[src/rtl/slmt_pkg.sv]
// Shared types, constants and helper functions for the slime chunk MT19937 test core.
package slmt_pkg;

	localparam int unsigned MID_WORD = 397;
	localparam int unsigned IDX_W    = 9;

	localparam logic [31:0] SEED_MUL   = 32'h1F1F1F1F;
	localparam logic [31:0] INIT_MUL   = 32'd1812433253;
	localparam logic [31:0] TWIST_XOR  = 32'h9908B0DF;
	localparam logic [31:0] TEMPER_B   = 32'h9D2C5680;
	localparam logic [31:0] TEMPER_C   = 32'hEFC60000;
	localparam logic [IDX_W-1:0] FIRST_IDX = IDX_W'(1);

	typedef struct packed {
		logic signed [31:0] chunk_x;
		logic signed [31:0] chunk_z;
	} slmt_item_t;

	typedef struct packed {
		logic [31:0] first_draw;
		logic        is_slime;
	} slmt_result_t;

	// w: current recurrence word; y: upper bit of word 0 joined with the low bits of word 1
	typedef struct packed {
		logic [31:0] w;
		logic [31:0] y;
	} slmt_stage_t;

	function automatic logic [31:0] slmt_temper(input logic [31:0] v);
		logic [31:0] r;
		r = v ^ (v >> 11);
		r = r ^ ((r << 7) & TEMPER_B);
		r = r ^ ((r << 15) & TEMPER_C);
		r = r ^ (r >> 18);
		return r;
	endfunction

	// Multiple of 10: even, and nibble sum (16 = 1 mod 5) folded to a multiple of 5
	function automatic logic slmt_mult10(input logic [31:0] v);
		logic [6:0] s;
		logic [4:0] f1;
		logic [4:0] f2;
		s = 7'd0;
		for (int k = 0; k < 8; k++) begin
			s = s + 7'(v[4*k +: 4]);
		end
		f1 = 5'(s[3:0]) + 5'(s[6:4]);
		f2 = 5'(f1[3:0]) + 5'(f1[4]);
		return !v[0] && (f2 == 5'd0 || f2 == 5'd5 || f2 == 5'd10 || f2 == 5'd15);
	endfunction

endpackage

[src/rtl/slmt_seed.sv]
// Seed stage: mixes the chunk coordinates into MT word 0.
module slmt_seed import slmt_pkg::*; (
	input  logic        clk,
	input  logic        arst_n,
	input  logic        en,
	input  logic        valid_in,
	input  slmt_item_t  item_in,
	output logic        valid_s1,
	output slmt_stage_t data_s1
);

	logic [63:0] prod;
	logic [31:0] w0;

	assign prod = 64'(unsigned'(item_in.chunk_x)) * 64'(SEED_MUL);
	assign w0   = prod[31:0] ^ unsigned'(item_in.chunk_z);

	always_ff @(posedge clk or negedge arst_n) begin
		if (!arst_n) begin
			valid_s1 <= 1'b0;
		end else if (en) begin
			valid_s1 <= valid_in;
		end
	end

	always_ff @(posedge clk) begin
		if (en) begin
			data_s1.w <= w0;
			data_s1.y <= w0;
		end
	end

endmodule

[config.mk]
export PLATFORM = sky130hd
export DESIGN_NAME = slmt_seed
export DESIGN_NICKNAME = d
export VERILOG_FILES = /design/src/rtl/slmt_pkg.sv /design/src/rtl/slmt_seed.sv
export SDC_FILE = /design/constraint.sdc
export NUM_CORES = 1
export LEC_CHECK = 0
export ABC_AREA = 1
export BUFFER_PORTS_ARGS = -buffer_cell sky130_fd_sc_hd__buf_4
export CELL_PAD_IN_SITES_DETAIL_PLACEMENT = 0
export CELL_PAD_IN_SITES_GLOBAL_PLACEMENT = 1
export CORE_UTILIZATION = 51
export CTS_BUF_LIST = sky130_fd_sc_hd__clkbuf_4 sky130_fd_sc_hd__clkbuf_8
export CTS_CLUSTER_SIZE = 24
export DETAILED_ROUTE_END_ITERATION = 10
export PLACE_DENSITY_LB_ADDON = 0.05
export SETUP_SLACK_MARGIN = 0.3
export SYNTH_ARGS = -nofsm -noshare
export SYNTH_HDL_FRONTEND = slang
export SYNTH_SLANG_ARGS = --single-unit
[constraint.sdc]
create_clock -name clk -period 1.65 [get_ports clk]
set_input_delay 0.0825 -clock clk [delete_from_list [all_inputs] [get_ports clk]]
set_output_delay 0.0825 -clock clk [all_outputs]
set_load 0.05 [all_outputs]
==> reports/metrics.cfg <==
[die]
dieArea_sq_mm=0.0232
fp.dieW_um=152
die-height_um=152
core_area_sq_mm=0.0220
rows=54
pin_count=133
initial_core_util=0.524

[layout]
drive_gt1_frac=0.407
fin_util=0.749
nNetsFinal=2105
n_antenna_cell=0
area.sequential_sq_um=986
fill_cells=1622
multi_input_area_sq_mm=0.0102
syn_to_final_growth_pct=42.8

[outcome]
outcome=finished with violations
violations=design-rule violations, negative setup slack

[worst_setup_path]
regToRegStartpoint=valid_s1
r2r.worst_path.cells=1
worstSetupStartpoint=item_in[40]
endpoint=data_s1[20]
path_class=in2reg
worst-path-stages=27
path_delay_family=adder cells
path_max_fanout=3
end_kind=register
required_ns=1.71
cpMaxStageDelayCell=fa_1
critPathBufInv=12
r2r_slack_ns=0.91
cp.arrival_ns=5.66
max_stage_delay_ns=0.51
startpoint_type=input pin
crit_top_cell=fa_1
timing.rr.end=valid_s1

[global_routing]
met3_usage=0.0230
grt_pass1_wl_um=52500
grt_pass1_vias=10200
grt_max_degree=34
grt.overflow.total=0
grt_usage=0.296
met2_usage=0.552
busiest_layer=met2
antenna_found_initial=0
grt_use_met1=0.368

[sta]
setup_viol=29
clock_skew_ns=0
period_share=3.39
slew-limit-headroom=0.684
finalHoldViolCount=0
fmax_ghz=0.179
grt_setup_unrepaired=true
slew_viol_final=0
tns_ns=-95.03
tightestPinTransition_ns=0.474
setup_slack_ns=-3.95
fin_crit_ns=5.60

[synthesis]
ys_ff_latch=33
ys.flop_type=edfxtp_1
ys_types=40
synth_cells=1283
synth_edf_count=32
syn_area_sq_mm=0.0115
synth_area_per_cell_sq_um=8.97
ys_seq_area_frac=0.0856
async_flop_share=0.0303
syn_nets=1741
yosys_warnings=0

[cts]
h-tree-depth=2
cts.clk_slew.worst_paths_ns=0.07
cts_made_buffers=5
clockBufferDepth=2
cts.sinks=33
clock_latency_ns=0.30
cts_tree=done
root_buffer=clkbuf_8

[hold_path]
hp-start=valid_in
hp-class=in2reg

[routing]
drc=16
antenna_left=0
wl_per_cell_um=17.1
vias=9236
drtPass1Iterations=8
viasPerCell=4.79
drt_iter0_drc=370
wirelength_um=32900

[place]
gp_congestion=0.922
dp_hpwl_um=28800
port_buffers=132

[run]
drv_cap=0

## layout by cell type (no fill, tap or decap), drive strengths merged, types with 30 or more instances in the layout
| cell | synthesis | layout |
|---|---|---|
| edfxtp | 32 | 32 |
| xor2 | 56 | 56 |
| fa | 212 | 212 |
| nor2 | 35 | 35 |
| nand2 | 153 | 153 |
| inv | 439 | 429 |
| a21oi | 40 | 40 |
| ha | 178 | 178 |
| buf | 32 | 388 |
| nand3 | 30 | 30 |
## kinds of logic after synthesis
kind of cell               share of synthesized area
muxes                                       0.000978
AOI/OAI and AO/OA                             0.0428
xor gates and xnor gates                      0.0571
and+or+nand+nor                               0.0874
adders and majority gates                      0.562
DFF                                           0.0856
buffers and inverters                          0.164
## synth_stat cells (3+ instances only)
library cell	count	area share
inv_1	437	0.14
fa_1	212	0.37
ha_1	178	0.19
nand2_1	148	0.048
xor2_1	56	0.043
a21oi_1	33	0.014
nor2_1	33	0.011
buf_4	32	0.021
edfxtp_1	32	0.083
nand3_1	28	0.012
xnor2_1	19	0.014
o21ai_0	9	0.0039
o21ai_1	8	0.0035
a21o_1	7	0.0046
nand3b_1	7	0.0046
a21oi_2	6	0.0046
nand2_2	5	0.0027
nand4_1	4	0.0022
nor4_1	3	0.0016
o21bai_1	3	0.0020
## cell type report
type / instances / area share
Clock buffer: 5 / 0.00419
Clock inverter: 3 / 0.00107
Inverter: 439 / 0.103
Multi-Input combinational cell: 779 / 0.618
Sequential cell: 33 / 0.0600
Tap cell: 280 / 0.0213
Timing Repair Buffer: 389 / 0.193
## per-layer routing
layer  vias to the layer above  share of wire
li1                       4465              -
met1                      4547           0.42
met2                       181           0.52
met3                        43          0.032
met4                         0          0.027
met5                         -              0
## worst min path at each step
| stage | end | slack (ns) | cells past startpoint |
|---|---|---|---|
| 3_5_place_dp | valid_s1 | -0.14 | 1 |
| 2_1_floorplan | valid_s1 | -0.21 | 0 |
| 5_1_grt | valid_s1 | 0.005 | 2 |
| 6_report | valid_s1 | 0.01 | 2 |
| 4_1_cts | valid_s1 | 0.006 | 2 |
| 3_3_place_gp | valid_s1 | -0.14 | 1 |
## what timing repair did
action | CTS | global route
resized for setup | 165 | 88
pin swaps | 67 | 42
setup buffers | 21 | 6
hold endpoints to repair | 1 | 0
hold buffers | 1 | 0
endpoints found under the setup margin | 30 | 30
cloned | 0 | 0
## per-stage QoR
step | setup slack [ns] | std cells | hold WS (ns) | instance area [sq um]
3_5_place_dp | -4.51 | 1892 | -0.139 | 15100
2_1_floorplan | -3.84 | 1283 | -0.213 | 12200
6_report | -3.95 | 1928 | 0.0124 | 16400
5_1_grt | -4.19 | 1928 | 0.00468 | 16400
4_1_cts | -3.96 | 1922 | 0.00597 | 16000
3_3_place_gp | -4.38 | 1892 | -0.142 | 15100
## sequential cells by signal, summed over array words and instances (netlist names)
register / cells
valid_s1: 1
data_s1: 32
Power is left out: the tool's default activity adds up to more than one toggle a clock period on the data nets, which glitch-free logic cannot reach.
