### src/rtl/slmt_pkg.sv
// Shared types, constants and helper functions for the slime chunk MT19937 test core.
package slmt_pkg;

	localparam int unsigned MID_WORD = 397;
	localparam int unsigned IDX_W    = 9;

	localparam logic [31:0] SEED_MUL   = 32'h1F1F1F1F;
	localparam logic [31:0] INIT_MUL   = 32'd1812433253;
	localparam logic [31:0] TWIST_XOR  = 32'h9908B0DF;
	localparam logic [31:0] TEMPER_B   = 32'h9D2C5680;
	localparam logic [31:0] TEMPER_C   = 32'hEFC60000;
	localparam logic [IDX_W-1:0] FIRST_IDX = IDX_W'(1);

	typedef struct packed {
		logic signed [31:0] chunk_x;
		logic signed [31:0] chunk_z;
	} slmt_item_t;

	typedef struct packed {
		logic [31:0] first_draw;
		logic        is_slime;
	} slmt_result_t;

	// w: current recurrence word; y: upper bit of word 0 joined with the low bits of word 1
	typedef struct packed {
		logic [31:0] w;
		logic [31:0] y;
	} slmt_stage_t;

	function automatic logic [31:0] slmt_temper(input logic [31:0] v);
		logic [31:0] r;
		r = v ^ (v >> 11);
		r = r ^ ((r << 7) & TEMPER_B);
		r = r ^ ((r << 15) & TEMPER_C);
		r = r ^ (r >> 18);
		return r;
	endfunction

	// Multiple of 10: even, and nibble sum (16 = 1 mod 5) folded to a multiple of 5
	function automatic logic slmt_mult10(input logic [31:0] v);
		logic [6:0] s;
		logic [4:0] f1;
		logic [4:0] f2;
		s = 7'd0;
		for (int k = 0; k < 8; k++) begin
			s = s + 7'(v[4*k +: 4]);
		end
		f1 = 5'(s[3:0]) + 5'(s[6:4]);
		f2 = 5'(f1[3:0]) + 5'(f1[4]);
		return !v[0] && (f2 == 5'd0 || f2 == 5'd5 || f2 == 5'd10 || f2 == 5'd15);
	endfunction

endpackage

### src/rtl/slmt_finish.sv
// Twist and tempering stage: builds the first MT output word.
module slmt_finish import slmt_pkg::*; (
	input  logic        clk,
	input  logic        arst_n,
	input  logic        en,
	input  logic        valid_in,
	input  slmt_stage_t data_in,
	output logic        valid_s1,
	output logic [31:0] draw_s1
);

	logic [31:0] twisted;

	assign twisted = data_in.w ^ (data_in.y >> 1) ^ (data_in.y[0] ? TWIST_XOR : 32'd0);

	always_ff @(posedge clk or negedge arst_n) begin
		if (!arst_n) begin
			valid_s1 <= 1'b0;
		end else if (en) begin
			valid_s1 <= valid_in;
		end
	end

	always_ff @(posedge clk) begin
		if (en) begin
			draw_s1 <= slmt_temper(twisted);
		end
	end

endmodule
### config.mk
export PLATFORM = sky130hd
export DESIGN_NAME = slmt_finish
export DESIGN_NICKNAME = d
export VERILOG_FILES = /design/src/rtl/slmt_pkg.sv /design/src/rtl/slmt_finish.sv
export SDC_FILE = /design/constraint.sdc
export NUM_CORES = 1
export LEC_CHECK = 0
export BUFFER_PORTS_ARGS = -buffer_cell sky130_fd_sc_hd__buf_2
export CAP_MARGIN = 10
export CORE_MARGIN = 5
export CORE_UTILIZATION = 42
export CTS_CLUSTER_SIZE = 24
export DETAILED_ROUTE_END_ITERATION = 8
export HOLD_SLACK_MARGIN = 0.08
export PLACE_DENSITY = 0.8
export REMOVE_ABC_BUFFERS = 1
export SLEW_MARGIN = 20
export SYNTH_ARGS = -nofsm -noshare
export SYNTH_HDL_FRONTEND = slang
export SYNTH_SLANG_ARGS = --single-unit
### constraint.sdc
create_clock -name clk -period 0.8 [get_ports clk]
set_input_delay 0.04 -clock clk [delete_from_list [all_inputs] [get_ports clk]]
set_output_delay 0.04 -clock clk [all_outputs]
set_load 0.005 [all_outputs]
==> results of run 1 <==
[layer usage]
| layer | up-vias | track usage | share of wire |
|---|---|---|---|
| met5 | - | 0 | 0 |
| met4 | 0 | 0.08615 | 0.039 |
| met3 | 17 | 0.03991 | 0.057 |
| met2 | 69 | 0.3908 | 0.60 |
| met1 | 751 | 0.1831 | 0.30 |
| li1 | 738 | - | - |
[kinds of logic (layout without fill, tap and decap cells)]
group,count (synthesis),in the layout,share of synthesized area
DFF,33,33,0.4665
buffers and inverters,1,160,0.005328
xor gates and xnor gates,94,94,0.5228
muxes,1,1,0.005328
[final cells by class]
cell class	count	share of cell area
Multi-Input combinational cell	95	0.4095
Clock inverter	2	0.002522
Timing Repair Buffer	152	0.3001
Sequential cell	33	0.2484
Tap cell	67	0.02112
Clock buffer	6	0.01828
[registers in the layout, summed over array words and instances (netlist names)]
| signal | flops |
|---|---|
| draw_s1 | 32 |
| valid_s1 | 1 |
[metrics by stage]
step           hold WS, ns  std cells  total power, mW
5_1_grt             0.1484        355            9.024
3_3_place_gp       -0.1852        334            6.144
6_report            0.1510        355            8.554
4_1_cts             0.1261        351            8.129
3_5_place_dp       -0.1837        334            6.257
2_1_floorplan      -0.2556        128            4.812
[critical path, delay by kind of cell]
family	cells	cell delay (ns)
xor+xnor	4	1.07
buf+inv	1	0.10
[Yosys cell counts, drive strengths merged]
cell,number,share of area
buf,1,0.0053
dfrtp,1,0.012
edfxtp,32,0.45
mux2,1,0.0053
xnor2,60,0.28
xnor3,11,0.12
xor2,21,0.10
xor3,2,0.023
[path summary, 6_finish.rpt]
kind	end	from	slack, ns
setup reg to reg	valid_s1	valid_s1	0.01
min in group asynchronous	valid_s1	arst_n	0.58
hold / removal	valid_s1	en	0.15
hold reg to reg	valid_s1	valid_s1	0.56
setup / recovery	draw_s1[9]	data_in[28]	-0.38
max in group asynchronous	valid_s1	arst_n	0.12
[timing repair]
| item | CTS | global route |
|---|---|---|
| hold buffers | 3 | 0 |
| buffers inserted | 9 | 6 |
| pin swaps | 50 | 27 |
| endpoints found under the hold margin | 2 | 0 |
| setup endpoints to repair | 63 | 64 |
| resized for setup | 94 | 33 |
[power by group through the flow]
stage / Sequential [mW] / Clock, mW / Combinational (mW)
CTS: 2.90 / 1.24 / 3.99
finish: 2.91 / 1.21 / 4.44
floorplan: 3.00 / 0 / 1.81
detailed placement: 2.93 / 0 / 3.33
global placement: 2.90 / 0 / 3.24
global route: 2.95 / 1.32 / 4.75
[placed cells by master, fill, tap and decap left out, drive strengths merged]
| cell type | synthesis | routed |
|---|---|---|
| buf | 1 | 149 |
| clkbuf | 0 | 6 |
| clkinv | 0 | 2 |
| dfrtp | 1 | 1 |
| dlygate4sd3 | 0 | 3 |
| edfxtp | 32 | 32 |
| mux2 | 1 | 1 |
| xnor2 | 60 | 60 |
| xnor3 | 11 | 11 |
| xor2 | 21 | 21 |
| xor3 | 2 | 2 |
==> metrics.md, run 1 <==
| Metric | Value |
|---|---|
| Slew Limit Fails | 0 |
| Register area | 985.9 um2 |
| Failing checks | setup timing |
| WL per Instance | 17.57 um |
| Area grow syn2layout | 87.80% |
| Post-Syn Area | 2113 um2 |
| Clk_lat worst skew | 0.28 ns |
| Final worst path period share | 1.478 |
| Worst setup EP type | flop |
| Gate count of the mapped netlist | 129 |
| Critical Path RT | 0.83 ns |
| Final worst slack | -0.3823 ns |
| Fmax | 0.8458 GHz |
| Grt total ovfl | 0 |
| Chip Height | 80.94 um |
| Placed cell areas | 2992 um2 |
| Setup_tns | -6.844 ns |
| Fin crit period | 1.182 ns |
| Crit start category | primary input |
| Vias in the first global route | 1785 |
| RSZ-0062 raised after global routing | yes |
| Clk buf depth | 2 |
| Core area | 4817 um2 |
| DRT Wirelength | 6.238 mm |
| CTS clk-pin slew, worst paths | 0.07 ns |
| Multi-input logic area | 1625 um2 |
| Share of layout cells above drive strength 1 | 0.7361 |
| Cell chain of the critical path | buf_8, xnor2_4, xor3_1, xnor3_2, xor2_1 |
| Sw frac | 0.2995 |
| Synth Warn # | 0 |
| PD cells | 2155 nW/um2 |
| Average cell area after synthesis | 16.38 um2 |
| CP max stage delay | 0.41 ns |
| WP data arrival | 1.22 ns |
| Gr usage total | 0.1937 |
| Die area | 6550 um2 |
| Vias | 1575 |
| Drt via density | 4.437 |
| Hold violation count in the final report | 0 |
| Fillers | 252 |
| Rows | 25 |
| Pin count of the biggest net entering global routing | 18 |
| CTS tree | built |
| DPL Wire Length | 3.838 mm |
| Maxcap violations | 0 |
| Worst Max-Slew Pin Slew | 0.3052 ns |
| CTS H-tree depth | 2 |
| Fin area | 3969 um2 |
| Worst hold stages | 2 |
| Synth cell types | 11 |
| Leak | 1.778 nW |
| Post-synthesis sequential area ratio | 0.4665 |
| Drt pass-1 iters | 2 |
| Critical path peak fanout | 2 |
| First-pass GRT wire length | 9.101 mm |
| Die Wd | 80.94 um |
| Combinational share of power | 0.519 |
| Fin Clk Skew | 0 ns |
| Root Driver | clkbuf_8 |
| R2R depth | 1 |
| Relative slew slack | 0.7955 |
| Initial core utilization | 0.4387 |
| Cell internal pwr | 5.993 mW |
| Port bufs | 100 |
| #FFs+latches synth | 33 |
| # DRC | 0 |
| Routability cong. | 0.7870 |
| Worst VDD drop | 0.001251 V |
| I/O pins | 101 |
| Final core utilization | 0.8239 |
| Seq pwr share | 0.340 |
| First DRT Iteration DRCs | 46 |
| Net load switching power | 2.562 mW |
| Clock power frac | 0.142 |
| Final setup vio count | 56 |
| TritonCTS buffer count | 5 |
| Post-DRT Antenna Nets | 0 |
| Net count, final | 355 |
| Slowest CP cell | xnor3_2 |
| HP Class | primary input to flop |
| Antenna violations before repair | 0 |
| Outcome | complete, but fails checks |
| Clock net sink count | 33 |
| Dpl ws | -0.7749 ns |
| ANT cells | 0 |
| Crit path kind | primary input to flop |
(Power assumes the default switching activity.)
==> run 2, diff against run 1 <==
--- a/config.mk
+++ b/config.mk
@@ -7,12 +7,13 @@
 export LEC_CHECK = 0
 export BUFFER_PORTS_ARGS = -buffer_cell sky130_fd_sc_hd__buf_2
 export CAP_MARGIN = 10
+export CORE_ASPECT_RATIO = 0.9
 export CORE_MARGIN = 5
-export CORE_UTILIZATION = 42
+export CORE_UTILIZATION = 45
 export CTS_CLUSTER_SIZE = 24
 export DETAILED_ROUTE_END_ITERATION = 8
 export HOLD_SLACK_MARGIN = 0.08
-export PLACE_DENSITY = 0.8
+export PLACE_DENSITY = 0.78
 export REMOVE_ABC_BUFFERS = 1
 export SLEW_MARGIN = 20
 export SYNTH_ARGS = -nofsm -noshare
==> constraint.sdc (replaced) <==
create_clock -name clk -period 1.5 [get_ports clk]
set_input_delay 0.075 -clock clk [delete_from_list [all_inputs] [get_ports clk]]
set_output_delay 0.075 -clock clk [all_outputs]
set_load 0.005 [all_outputs]
==> run 2 against run 1 <==
Effect of this change:
- the flow now finishes without violations
- first-iteration DRC count is 4.3% higher
- cell count is 5.9% lower
- critical path depth stayed put
- sequential cell count stayed put
- sequential share of layout area is 7.6 points higher
- final area is 23% lower
- clock skew stayed put
- utilization is 15 points lower
- non-clock buffer count is 16 lower
- critical path type unchanged
- critical endpoint is now draw_s1[5]
- largest cell class unchanged
==> metrics.md, run 2 (same netlist as run 1, synthesis figures left out) <==
| Metric | Value |
|---|---|
| Placed cell count | 323 (-3.3%) |
| Pin count of the biggest net entering global routing | 17 (-1) |
| Fmax | 0.7396 GHz |
| First DRT Iteration DRCs | 48 (+4.3%) |
| Net load switching power | 1.102 mW (-57%) |
| Critical path peak fanout | 7 (+5) |
| Clk_lat worst skew | 0.28 ns (about the same) |
| WL per Instance | 13.03 um (-26%) |
| Crit start category | primary input |
| Grt total ovfl | 0 (unchanged) |
| DPL Wire Length | 3.620 mm (-5.7%) |
| Largest delay contributor family on the critical path | XOR/XNOR gates |
| Non-filler cells, final | 334 (-5.9%) |
| Crit path buf inv count | 1 (unchanged) |
| Chip Height | 75.01 um (-7.3%) |
| Cell internal pwr | 2.811 mW (-53%) |
| Share of layout cells above drive strength 1 | 0.5699 (-0.1663) |
| Clk buf depth | 2 (unchanged) |
| Clock net sink count | 33 (unchanged) |
| Maxcap violations | 0 (unchanged) |
| Overall power | 3.913 mW (-54%) |
| Slew Limit Fails | 0 (unchanged) |
| Core area | 4489 um2 (-6.8%) |
| WP depth | 5 (unchanged) |
| Initial core utilization | 0.4707 (+0.03203) |
| RSZ-0062 raised after global routing | no |
| First-pass GRT wire length | 6.534 mm (-28%) |
| WP data arrival | 1.37 ns (+0.15 ns) |
| Most common cell after layout, fill and taps aside | buf_2 |
| R2R depth | 1 (unchanged) |
| PD cells | 1287 nW/um2 (-40%) |
| Hold violation count in the final report | 0 (unchanged) |
| Most frequent cells in the layout | buf_2 (100), xnor2_1 (51), buf_4 (33) |
| Vias in the first global route | 1499 (-16%) |
| Multi-input logic area | 1116 um2 (-31%) |
| Largest Register | draw_s1 |
| Die Wd | 82.24 um (+1.6%) |
| Register area | 985.9 um2 (unchanged) |
| TritonCTS buffer count | 5 (unchanged) |
| Top cell by count, worst path | xnor2_1 |
| Worst setup EP type | flop |
| Leak | 1.407 nW (-21%) |
| Root Driver | clkbuf_8 |
| Largest regs | draw_s1 (32), valid_s1 (1) |
| Fillers | 357 (+42%) |
| Relative slew slack | 0.7373 (-0.05826) |
| Worst Max-Slew Pin Slew | 0.3913 ns (+0.08608 ns) |
| ANT cells | 0 (unchanged) |
| Slowest CP cell | xnor3_2 |
| Gr usage total | 0.1464 (-0.04731) |
| CTS H-tree depth | 2 (unchanged) |
| Crit path kind | primary input to flop |
| Drt pass-1 iters | 4 (+2) |
| Final setup vio count | 0 (-100%) |
| DRT Wirelength | 4.351 mm (-30%) |
| Setup_tns | 0 ns (+6.844 ns) |
| Clock power frac | 0.162 (+0.020) |
| Rows | 23 (-8.0%) |
| Critical Path RT | 1.52 ns (+0.69 ns) |
| Post-DRT Antenna Nets | 0 (unchanged) |
| Max reg flops | 32 (unchanged) |
| Worst VDD drop | 0.0006255 V (-50%) |
| Area grow syn2layout | 43.81% |
| Hold slack | 0.2295 ns (+0.07843 ns) |
| Routability cong. | 0.7724 (-1.9%) |
| Combinational share of power | 0.447 (-0.072) |
| Outcome | finished, final reports clean |
| # DRC | 0 (unchanged) |
| CP max stage delay | 0.50 ns (+0.09 ns) |
| Antenna violations before repair | 0 (unchanged) |
| Seq pwr share | 0.391 (+0.051) |
| Drt via density | 4.329 (-2.4%) |
| CTS clk-pin slew, worst paths | 0.06 ns (about the same) |
| Worst hold stages | 2 (unchanged) |
| Die area | 6168 um2 (-5.8%) |
| I/O pins | 101 (unchanged) |
| Net count, final | 339 (-4.5%) |
| Fin crit period | 1.352 ns |
| Final worst path period share | 0.9013 |
| HP Class | primary input to flop |
| Vias | 1446 (-8.2%) |
| Sw frac | 0.2815 (-0.01793) |
| CTS tree | built |
| Cell chain of the critical path | buf_2, xnor3_2, xnor2_1, xnor2_1, xor2_1 |
| Fin Clk Skew | 0 ns (unchanged) |
| PostCTS Resize Cnt | 0 (-100%) |
| Port bufs | 100 (unchanged) |
[run 2: cell types whose count changed in the layout (fill, tap and decap cells not counted), moves of 2 or more]
cell | before | now
xnor2_1 | 26 | 51
xnor3_2 | 6 | 2
xor2_4 | 5 | 0
xnor3_1 | 5 | 9
buf_2 | 71 | 100
xnor2_2 | 18 | 9
buf_8 | 12 | 0
xor2_2 | 9 | 4
buf_6 | 28 | 0
buf_12 | 2 | 0
xnor2_4 | 16 | 0
xor2_1 | 7 | 17
buf_4 | 36 | 33
[run 2: power groups by stage]
| stage | logic [mW] | registers, mW | clock network (mW) |
|---|---|---|---|
| after CTS | 1.78 | 1.53 | 0.654 |
| after detailed placement | 1.77 | 1.55 | 0 |
| after global placement | 1.71 | 1.54 | 0 |
| final | 1.75 | 1.53 | 0.636 |
| after global routing | 1.91 | 1.55 | 0.698 |
| after floorplan | 0.966 | 1.60 | 0 |
[run 2: cell type report]
type                            instances  share of cell area
Tap cell                               62             0.02552
Multi-Input combinational cell         95              0.3672
Clock inverter                          1            0.001647
Clock buffer                            7             0.02511
Timing Repair Buffer                  136              0.2561
Sequential cell                        33              0.3244
[run 2: timing repair]
action	4_1_cts	5_1_grt
setup buffers	0	0
endpoints found under the hold margin	2	0
hold buffers	3	0
[run 2: final timing paths]
| check | startpoint | endpoint | slack, ns |
|---|---|---|---|
| max | data_in[0] | draw_s1[5] | 0.15 |
| min | data_in[0] | draw_s1[16] | 0.23 |
| max reg2reg | valid_s1 | valid_s1 | 0.75 |
| min reg2reg | valid_s1 | valid_s1 | 0.52 |
| max in group asynchronous | arst_n | valid_s1 | 0.79 |
| min in group asynchronous | arst_n | valid_s1 | 0.61 |
[run 2: through the flow]
step / cell area, um2 / utilization / setup slack, ns
after floorplan: 2102 / - / 0.03188
after global placement: 2928 / 0.6522 / -0.07061
after detailed placement: 2928 / 0.6522 / -0.1577
after CTS: 3039 / 0.6770 / 0.1372
after global routing: 3039 / 0.6770 / 0.05716
final: 3039 / 0.6770 / 0.1480
[run 2: per-layer routing]
layer | GRT usage | vias to the layer above | part of all wire
met5 | 0 | - | 0
met4 | 0.06089 | 0 | 0.017
met3 | 0.05742 | 7 | 0.13
met2 | 0.2562 | 77 | 0.49
met1 | 0.1579 | 647 | 0.37
li1 | - | 715 | -
