File: config.mk
export PLATFORM = sky130hd
export DESIGN_NAME = slmt_init_step
export DESIGN_NICKNAME = d
export VERILOG_FILES = /design/src/rtl/slmt_pkg.sv /design/src/rtl/slmt_init_step.sv
export SDC_FILE = /design/constraint.sdc
export NUM_CORES = 1
export LEC_CHECK = 0
export BUFFER_PORTS_ARGS = -buffer_cell sky130_fd_sc_hd__clkbuf_2
export CAP_MARGIN = 20
export CORE_ASPECT_RATIO = 0.6
export CORE_UTILIZATION = 49
export CTS_CLUSTER_SIZE = 8
export DETAILED_ROUTE_END_ITERATION = 6
export MAX_ROUTING_LAYER = met4
export PLACE_DENSITY = 0.78
export SLEW_MARGIN = 10
export SYNTH_ARGS = -nofsm -noshare
export SYNTH_HDL_FRONTEND = slang
export SYNTH_SLANG_ARGS = --single-unit
File: constraint.sdc
create_clock -name clk -period 0.9 [get_ports clk]
set_input_delay 0.045 -clock clk [delete_from_list [all_inputs] [get_ports clk]]
set_output_delay 0.045 -clock clk [all_outputs]
set_load 0.1 [all_outputs]
File: src/rtl/slmt_pkg.sv
// Shared types, constants and helper functions for the slime chunk MT19937 test core.
package slmt_pkg;

	localparam int unsigned MID_WORD = 397;
	localparam int unsigned IDX_W    = 9;

	localparam logic [31:0] SEED_MUL   = 32'h1F1F1F1F;
	localparam logic [31:0] INIT_MUL   = 32'd1812433253;
	localparam logic [31:0] TWIST_XOR  = 32'h9908B0DF;
	localparam logic [31:0] TEMPER_B   = 32'h9D2C5680;
	localparam logic [31:0] TEMPER_C   = 32'hEFC60000;
	localparam logic [IDX_W-1:0] FIRST_IDX = IDX_W'(1);

	typedef struct packed {
		logic signed [31:0] chunk_x;
		logic signed [31:0] chunk_z;
	} slmt_item_t;

	typedef struct packed {
		logic [31:0] first_draw;
		logic        is_slime;
	} slmt_result_t;

	// w: current recurrence word; y: upper bit of word 0 joined with the low bits of word 1
	typedef struct packed {
		logic [31:0] w;
		logic [31:0] y;
	} slmt_stage_t;

	function automatic logic [31:0] slmt_temper(input logic [31:0] v);
		logic [31:0] r;
		r = v ^ (v >> 11);
		r = r ^ ((r << 7) & TEMPER_B);
		r = r ^ ((r << 15) & TEMPER_C);
		r = r ^ (r >> 18);
		return r;
	endfunction

	// Multiple of 10: even, and nibble sum (16 = 1 mod 5) folded to a multiple of 5
	function automatic logic slmt_mult10(input logic [31:0] v);
		logic [6:0] s;
		logic [4:0] f1;
		logic [4:0] f2;
		s = 7'd0;
		for (int k = 0; k < 8; k++) begin
			s = s + 7'(v[4*k +: 4]);
		end
		f1 = 5'(s[3:0]) + 5'(s[6:4]);
		f2 = 5'(f1[3:0]) + 5'(f1[4]);
		return !v[0] && (f2 == 5'd0 || f2 == 5'd5 || f2 == 5'd10 || f2 == 5'd15);
	endfunction

endpackage

File: src/rtl/slmt_init_step.sv
// One registered step of the MT19937 initialization recurrence.
module slmt_init_step import slmt_pkg::*; (
	input  logic             clk,
	input  logic             arst_n,
	input  logic             en,
	input  logic [IDX_W-1:0] idx,
	input  logic             valid_in,
	input  slmt_stage_t      data_in,
	output logic             valid_s1,
	output slmt_stage_t      data_s1
);

	logic [31:0] t;
	logic [63:0] prod;
	logic [31:0] w_next;

	assign t      = data_in.w ^ (data_in.w >> 30);
	assign prod   = 64'(t) * 64'(INIT_MUL);
	assign w_next = prod[31:0] + 32'(idx);

	always_ff @(posedge clk or negedge arst_n) begin
		if (!arst_n) begin
			valid_s1 <= 1'b0;
		end else if (en) begin
			valid_s1 <= valid_in;
		end
	end

	always_ff @(posedge clk) begin
		if (en) begin
			data_s1.w <= w_next;
			// capture the twist operand once word 1 is known
			if (idx == FIRST_IDX) begin
				data_s1.y <= {data_in.w[31], w_next[30:0]};
			end else begin
				data_s1.y <= data_in.y;
			end
		end
	end

endmodule

==> flow_summary.json, run 1 <==
{
  "rsz0062_at_grt": "true",
  "synth_area_leaders": "fa_1, ha_1, edfxtp_1",
  "hp-start": "data_in[17]",
  "die_h_um": 116,
  "met3_length_um": 2370,
  "antenna_found_initial": 0,
  "globalRouteOverflowTotal": 0,
  "crit_fanout": 5,
  "synth-xor-area-share_pct": 5.09,
  "antenna_cells": 0,
  "start_kind": "input port",
  "setup_viol": 129,
  "hpwl_um": 24600,
  "fin_nets": 1747,
  "relSlewSlack_pct": 70.9,
  "violations": "negative setup slack",
  "clk_latency_ns": 0.35,
  "synth_edf_count": 64,
  "synth_top_family_by_area": "adder cells",
  "highest-signal-layer": "met4",
  "worst_pin_slew_ns": 0.433,
  "cts_max_level": 3,
  "skew_ns": 0,
  "slew_violations": 0,
  "async_flop_share_pct": 1.54,
  "grt_usage_pct": 30.5,
  "hold_end": "data_s1[17]$_DFFE_PP_",
  "yosys.area_share.simple_pct": 2.67,
  "ys_types": 51,
  "final_cell_mix": "inv_1, ha_1, fa_1, buf_4, ha_4",
  "synth_compound_area_share_pct": 4.75,
  "layout_commonest_cell": "inv_1",
  "fin_cells": 1563,
  "port_buffers": 141,
  "numCtsBuffers": 9,
  "worstSetupPathType": "input port to register",
  "r2r_start": "valid_s1$_DFFE_PN0P_",
  "outcome": "finished with violations",
  "syn_area_per_cell_sq_um": 11.4,
  "grt_pass1_vias": 9084,
  "reg2regPathDepth": 1,
  "num_rows": 41,
  "yosys.area.top_type_share_pct": 28.6,
  "postLayoutSetupSlackWorst_ns": -4.68,
  "numPlacedInstances": 1490,
  "yosys-mux-area-fraction_pct": 3.49,
  "layout-drive-gt1-share_pct": 44.5,
  "vias": 8156,
  "die_area_sq_um": 22300,
  "wl_per_cell_um": 20.5,
  "yosysTopAreaCell": "fa_1",
  "wirelength_um": 32100,
  "met1_length_um": 14500,
  "dr.pass1.iters": 4,
  "grt_max_degree": 33,
  "clk_pin_slew_ns": 0.07,
  "synth_ff_type": "edfxtp_1",
  "fp.coreArea_sq_um": 21100,
  "wl_met2_um": 14800,
  "gp_congestion": 1.01,
  "timing.final.hold_violations": 0,
  "io_pins": 142,
  "cts_sinks": 65,
  "cts_root_buf": "clkbuf_16",
  "fmax_ghz": 0.179,
  "synth_fa_ha_area_share_pct": 56.6,
  "rr_endpoint": "valid_s1$_DFFE_PN0P_",
  "drcViolationCount": 0,
  "synth_seq_area_share_pct": 18.3,
  "clock_path_buffers": 2,
  "ys_ff_latch": 65,
  "hold_path_depth": 2,
  "syn_nets": 1401,
  "die_x_um": 192,
  "synth_cells": 934,
  "cap_viol_max_count": 0,
  "cp.arrival_ns": 5.70,
  "cp-end-kind": "register",
  "hold_path.class": "input port to register",
  "ys_warn_count": 0,
  "period_share_pct": 620,
  "drt_iter0_drc": 431,
  "cts_tree": "done",
  "start_util_pct": 50.3,
  "worst_ep_required_time_ns": 1.02,
  "final_antenna_net_count": 0,
  "netlist_area_sq_um": 10600,
  "vias_per_cell": 5.22,
  "rrSetupSlack_ns": 0.03,
  "areaGrowthSynthToFinish_pct": 55.4,
  "fin_crit_ns": 5.58,
  "grt_pass1_wl_um": 48400
}
==> critical path, cell delays in order <==
cell	delay (ns)
clkbuf_2	0.14
ha_1	0.31
ha_1	0.30
fa_1	0.50
inv_1	0.05
fa_1	0.51
inv_1	0.06
fa_1	0.52
fa_2	0.47
fa_1	0.49
inv_1	0.05
fa_1	0.50
inv_2	0.05
ha_4	0.24
buf_6	0.12
a21oi_4	0.14
o21ai_2	0.10
a21oi_4	0.14
o21ai_2	0.08
a31oi_2	0.17
buf_6	0.16
o21ai_4	0.09
xor2_2	0.18
mux2_2	0.27
==> how the worst max path moves through the flow <==
stage / start / endpoint / slack [ns] / cells after the start
final: data_in[46] / data_s1[29]$_DFFE_PP_ / -4.68 / 24
after global routing: data_in[46] / data_s1[29]$_DFFE_PP_ / -4.83 / 23
after CTS: data_in[33] / data_s1[30]$_DFFE_PP_ / -4.63 / 25
after detailed placement: data_in[44] / data_s1[29]$_DFFE_PP_ / -5.20 / 21
after global placement: data_in[44] / data_s1[63]$_DFFE_PP_ / -5.12 / 21
after floorplan: data_in[44] / data_s1[30]$_DFFE_PP_ / -4.68 / 24
==> metal layers <==
layer	up-vias	track usage, %
li1	3723	-
met1	4131	41.5
met2	266	46.7
met3	36	7.60
met4	0	5.35
met5	-	-
==> cells by family after synthesis <==
family,after synthesis
adder cells (fa/ha/maj),390
AND/OR/NAND/NOR,55
AO/OA/AOI/OAI,75
flip-flops,65
multiplexers,33
buffers and inverters,255
XOR/XNOR,61
==> cell type report <==
cell class	count	area (sq um)
clock inverter	6	60.1
sequential	65	1950
tap	279	349
inverter	247	930
timing repair buffer	343	3630
multi-input combinational	614	9390
fill	1220	4600
clock buffer	9	225
==> sequential cells by signal, indices dropped and copies added, names as in the netlist <==
name,cells
data_s1,64
valid_s1,1
==> Yosys cell counts, types with 2 or more instances <==
library cell  count
xnor2_1          45
and3_1            2
nor2b_1           3
o21ai_1           7
edfxtp_1         64
clkbuf_1          4
ha_1            238
nand4_1           4
a31oi_1           3
nor2_1           10
fa_1            152
a211oi_1          3
a211oi_2          3
nand2b_1          3
mux2_2           33
a21oi_1          22
or3_1             2
o21ai_0          12
o21bai_1          4
nand3_1           3
o21a_1            2
xor2_1           15
buf_2             3
nor3_1            4
inv_1           247
nor4_1            2
and2_1            2
a21o_1            5
nand2_1          15
==> through the flow <==
step	cell area [sq um]	setup WS (ns)	setup TNS (ns)	hold WS, ns	utilization, %
finish	16500	-4.68	-220.87	0.00490	78.2
global route	16500	-4.83	-229.05	0.00437	78.2
CTS	16000	-4.63	-218.00	0.000686	75.8
detailed placement	14600	-5.20	-241.94	-0.179	69.3
global placement	14600	-5.12	-237.06	-0.180	69.3
floorplan	11500	-4.68	-202.36	-0.251	-
==> repair_timing <==
| action | 4_1_cts | 5_1_grt |
|---|---|---|
| resized for setup | 131 | 79 |
| pin swaps | 45 | 40 |
| hold endpoints to repair | 25 | 0 |
| hold buffers | 26 | 0 |
| setup endpoints to repair | 129 | 129 |
| buffers inserted | 19 | 20 |
Power of run 1 is not shown: default switching activity piles up to over one toggle a cycle in this logic, so the estimate is an artifact.
==> run 2, diff against run 1 <==
--- a/config.mk
+++ b/config.mk
@@ -12,7 +12,7 @@
 export CTS_CLUSTER_SIZE = 8
 export DETAILED_ROUTE_END_ITERATION = 6
 export MAX_ROUTING_LAYER = met4
-export PLACE_DENSITY = 0.78
+export PLACE_DENSITY_LB_ADDON = 0.05
 export SLEW_MARGIN = 10
 export SYNTH_ARGS = -nofsm -noshare
 export SYNTH_HDL_FRONTEND = slang
==> flow_summary.json, run 2 (same netlist as run 1, synthesis figures left out) <==
{
  "outcome": "finished with violations",
  "clk_pin_slew_ns": 0.06,
  "cp-end-kind": "register",
  "vias_per_cell": 4.93,
  "worst_pin_slew_ns": 0.388,
  "numCtsBuffers": 9,
  "vias": 7823,
  "antenna_found_initial": 0,
  "setup_tns_ns": -228.91,
  "start_util_pct": 50.3,
  "final_cell_mix": "inv_1, buf_4, ha_1, fa_1, buf_12",
  "final_antenna_net_count": 0,
  "timing.final.hold_violations": 0,
  "dr.pass1.iters": 4,
  "areaGrowthSynthToFinish_pct": 53.4,
  "grt_usage_pct": 28.8,
  "rr_endpoint": "valid_s1$_DFFE_PN0P_",
  "cts_max_level": 3,
  "top_register": "data_s1",
  "fin_crit_ns": 5.58,
  "worstSetupPathType": "input port to register",
  "cp-endpoint": "data_s1[28]$_DFFE_PP_",
  "hold_path.class": "input port to register",
  "num_rows": 41,
  "port_buffers": 141,
  "skew_ns": 0,
  "top_regs": "data_s1 (64), valid_s1 (1)",
  "clk_latency_ns": 0.34,
  "hpwl_um": 24300,
  "layout-drive-gt1-share_pct": 43.6,
  "fin_nets": 1769,
  "die_h_um": 116,
  "layout_commonest_cell": "inv_1",
  "die_x_um": 192,
  "relSlewSlack_pct": 74.0,
  "postLayoutSetupSlackWorst_ns": -4.68,
  "slew_violations": 0,
  "worst_ep_required_time_ns": 1.00,
  "antenna_cells": 0,
  "violations": "negative setup slack",
  "largest_register_ffs": 64,
  "wirelength_um": 29500,
  "cts_tree": "done",
  "grt_max_degree": 33,
  "die_area_sq_um": 22300,
  "drcViolationCount": 0,
  "wl_per_cell_um": 18.6,
  "gp_congestion": 0.960,
  "r2r_start": "valid_s1$_DFFE_PN0P_",
  "rrSetupSlack_ns": 0.04,
  "place_ws_ns": -5.12,
  "clock_path_buffers": 2,
  "final_cell_area_sq_um": 16300,
  "crit_fanout": 4,
  "globalRouteOverflowTotal": 0,
  "grt_pass1_wl_um": 45800,
  "cts_sinks": 65,
  "place_area_sq_um": 14800,
  "cp-startpoint": "data_in[33]",
  "drt_iter0_drc": 431,
  "start_kind": "input port",
  "grt_pass1_vias": 8344,
  "fmax_ghz": 0.179,
  "cp.arrival_ns": 5.69,
  "cts_root_buf": "clkbuf_16",
  "finish.utilization_pct": 77.2,
  "period_share_pct": 620,
  "reg2regPathDepth": 1,
  "rsz0062_at_grt": "true",
  "fp.coreArea_sq_um": 21100,
  "setup_viol": 129,
  "io_pins": 142,
  "cap_viol_max_count": 0
}
## run 2: cell count changes in the layout (fill, tap and decap cells not counted), moves of 3 or more
cell      change
xnor2_1       +3
ha_1         +13
fa_2          +3
ha_4         -11
buf_8         -5
buf_4        +37
buf_6        -13
clkbuf_2      +5
fa_1          -3
clkbuf_4      +4
## run 2: worst min-delay path by stage
stage                     start               endpoint  slack [ns]  cells past startpoint
finish              data_in[30]  data_s1[30]$_DFFE_PP_        0.02                      2
global route        data_in[30]  data_s1[30]$_DFFE_PP_        0.02                      2
CTS                 data_in[22]  data_s1[22]$_DFFE_PP_      0.0005                      2
detailed placement       arst_n   valid_s1$_DFFE_PN0P_       -0.18                      1
global placement         arst_n   valid_s1$_DFFE_PN0P_       -0.18                      1
floorplan                arst_n   valid_s1$_DFFE_PN0P_       -0.25                      0
## run 2: metal layers
metal | wire, um | track usage (%) | share of wire, %
met1 | 15000 | 42.7 | 51
met2 | 12000 | 39.3 | 41
met3 | 2290 | 8.44 | 7.8
met4 | 238 | 4.25 | 0.81
met5 | 0 | - | 0
## run 2: final cells by class
type / instances / area (sq um)
Inverter: 247 / 930
Clock buffer: 11 / 253
Multi-Input combinational cell: 614 / 9150
Sequential cell: 65 / 1950
Fill cell: 1378 / 4820
Clock inverter: 5 / 37.5
Tap cell: 279 / 349
Timing Repair Buffer: 365 / 3640
## run 2: stage by stage
stage / cells / hold slack (ns)
6_report: 1586 / 0.0195
5_1_grt: 1586 / 0.0171
4_1_cts: 1578 / 0.000543
3_5_place_dp: 1512 / -0.177
3_3_place_gp: 1512 / -0.179
2_1_floorplan: 934 / -0.251
## run 2: critical path: stages
cell	delay (ns)
buf_8	0.11
xor2_4	0.30
xnor2_4	0.13
ha_2	0.20
or2_4	0.25
ha_4	0.26
inv_2	0.03
fa_2	0.51
inv_2	0.05
ha_4	0.15
fa_1	0.52
fa_2	0.45
fa_1	0.48
inv_1	0.05
fa_1	0.49
inv_2	0.05
ha_4	0.28
and4_4	0.22
and3_4	0.19
nand4_1	0.10
nand2_2	0.15
o221ai_4	0.13
o21ai_2	0.19
xnor2_2	0.10
mux2_4	0.26
## run 2: repair_timing
| item | CTS | global route |
|---|---|---|
| pin swaps | 36 | 21 |
| setup buffers | 24 | 14 |
| hold buffers | 28 | 0 |
| endpoints found under the setup margin | 129 | 129 |
| endpoints found under the hold margin | 27 | 0 |
| resized for setup | 99 | 43 |
| cloned | 0 | 0 |
Power of run 2 is left out for the same reason.
==> run 3, diff against run 2 <==
--- a/config.mk
+++ b/config.mk
@@ -8,11 +8,13 @@
 export BUFFER_PORTS_ARGS = -buffer_cell sky130_fd_sc_hd__clkbuf_2
 export CAP_MARGIN = 20
 export CORE_ASPECT_RATIO = 0.6
+export CORE_MARGIN = 5
 export CORE_UTILIZATION = 49
 export CTS_CLUSTER_SIZE = 8
 export DETAILED_ROUTE_END_ITERATION = 6
 export MAX_ROUTING_LAYER = met4
 export PLACE_DENSITY_LB_ADDON = 0.05
+export SETUP_SLACK_MARGIN = 0.3
 export SLEW_MARGIN = 10
 export SYNTH_ARGS = -nofsm -noshare
 export SYNTH_HDL_FRONTEND = slang
==> flow_summary.json, run 3 (same netlist as run 1, synthesis figures left out) <==
{
  "vias_per_cell": 5.05,
  "worst_pin_slew_ns": 0.407,
  "largest_register_ffs": 64,
  "place_ws_ns": -5.11,
  "cap_viol_max_count": 0,
  "grt_pass1_wl_um": 48700,
  "period_share_pct": 612,
  "postLayoutSetupSlackWorst_ns": -4.60,
  "worst_ep_required_time_ns": 1.01,
  "whs_ns": -0.0606,
  "relSlewSlack_pct": 72.6,
  "vias": 7830,
  "dr.pass1.iters": 5,
  "wirelength_um": 30700,
  "numCtsBuffers": 9,
  "crit_buf_inv": 6,
  "grt_pass1_vias": 8729,
  "place_area_sq_um": 14700,
  "num_rows": 41,
  "grt_usage_pct": 26.4,
  "cpMostUsedCell": "fa_1",
  "setup_viol": 130,
  "skew_ns": 0,
  "layout-drive-gt1-share_pct": 48.1,
  "cp.arrival_ns": 5.61,
  "outcome": "finished with violations",
  "fin_nets": 1735,
  "antenna_found_initial": 0,
  "critical_path.top_delay_family": "adder cells",
  "start_kind": "input port",
  "cts.hold.buffers_added": 1,
  "multi_input_area_sq_um": 9550,
  "final_cell_area_sq_um": 16600,
  "hpwl_um": 25000,
  "seqCellArea_sq_um": 1950,
  "die_x_um": 200,
  "areaGrowthSynthToFinish_pct": 55.9,
  "cts_max_level": 3,
  "violations": "negative hold slack, negative setup slack",
  "wl_met2_um": 12800,
  "worstSetupPathType": "input port to register",
  "die_h_um": 124,
  "wl_per_cell_um": 19.8,
  "cp-end-kind": "register",
  "cts_root_buf": "clkbuf_16",
  "drt_iter0_drc": 405,
  "clock_path_buffers": 2,
  "slew_violations": 0,
  "cts_tree": "done",
  "fillCellCount": 1304,
  "final_antenna_net_count": 0,
  "antenna_cells": 0,
  "timing.final.hold_violations": 11,
  "gp_congestion": 0.927,
  "finish.utilization_pct": 78.3,
  "grt_max_degree": 31,
  "clk_pin_slew_ns": 0.07,
  "fmax_ghz": 0.182,
  "clk_latency_ns": 0.35,
  "io_pins": 142,
  "final_cell_mix": "inv_1, buf_4, ha_1, fa_1, ha_4",
  "port_buffers": 141,
  "crit_fanout": 4,
  "drcViolationCount": 0,
  "highest-signal-layer": "met4",
  "top_regs": "data_s1 (64), valid_s1 (1)",
  "start_util_pct": 50.2,
  "die_area_sq_um": 24900,
  "fp.coreArea_sq_um": 21200,
  "cts_sinks": 65,
  "globalRouteOverflowTotal": 0,
  "top_register": "data_s1",
  "met3_length_um": 2600,
  "rsz0062_at_grt": "true",
  "fin_crit_ns": 5.50,
  "layout_commonest_cell": "inv_1",
  "met1_length_um": 15100,
  "hold_path.class": "input port to register",
  "slowest_delay_ns": 0.54,
  "critPathSlowestCell": "fa_1"
}
-- run 3: cell types whose count changed in the layout (fill, tap and decap cells not counted), moves of 6 or more --
| cell | before | now |
|---|---|---|
| ha_4 | 67 | 92 |
| ha_1 | 166 | 143 |
| buf_4 | 177 | 152 |
| buf_6 | 16 | 34 |
| clkbuf_2 | 63 | 55 |
| dlygate4sd3_1 | 28 | 1 |
| inv_2 | 21 | 31 |
| inv_1 | 225 | 214 |
| xnor2_1 | 34 | 28 |
-- run 3: through the flow --
stage               setup TNS, ns  instances  hold WS, ns
global route              -227.78       1552      -0.0730
global placement          -237.01       1499       -0.180
detailed placement        -239.02       1499       -0.175
finish                    -218.65       1552      -0.0606
floorplan                 -202.36        934       -0.251
CTS                       -217.81       1540      -0.0515
-- run 3: layer usage --
metal  up-vias  global-route usage, %
met2       227                   37.2
li1       3693                      -
met3        22                   8.22
met1      3888                   38.2
met4         0                   3.91
met5         -                      -
-- run 3: path summary, 6_finish.rpt --
check | start | to | slack [ns] | cells after the start
max | data_in[63] | data_s1[26]$_DFFE_PP_ | -4.60 | 25
min | valid_in | valid_s1$_DFFE_PN0P_ | -0.06 | 2
max reg2reg | valid_s1$_DFFE_PN0P_ | valid_s1$_DFFE_PN0P_ | -0.08 | 2
min reg2reg | valid_s1$_DFFE_PN0P_ | valid_s1$_DFFE_PN0P_ | 0.69 | 2
max in group asynchronous | arst_n | valid_s1$_DFFE_PN0P_ | 0.80 | 2
min in group asynchronous | arst_n | valid_s1$_DFFE_PN0P_ | 0 | 2
-- run 3: worst register-to-register path, stage by stage (launching register included) --
cell	delay (ns)
dfrtp_4	0.50
buf_6	0.12
mux2_2	0.25
-- run 3: cell type report --
cell class | instances | share of cell area [%]
Inverter | 247 | 5.63
Multi-Input combinational cell | 614 | 57.6
Timing Repair Buffer | 331 | 20.8
Tap cell | 279 | 2.10
Sequential cell | 65 | 11.8
Clock buffer | 9 | 1.36
Clock inverter | 7 | 0.754
-- run 3: what timing repair did --
item	4_1_cts	5_1_grt
setup endpoints to repair	130	130
setup buffers	24	12
hold endpoints to repair	28	9
gates resized for setup	169	70
pin swaps	61	51
Power of run 3 is left out for the same reason.
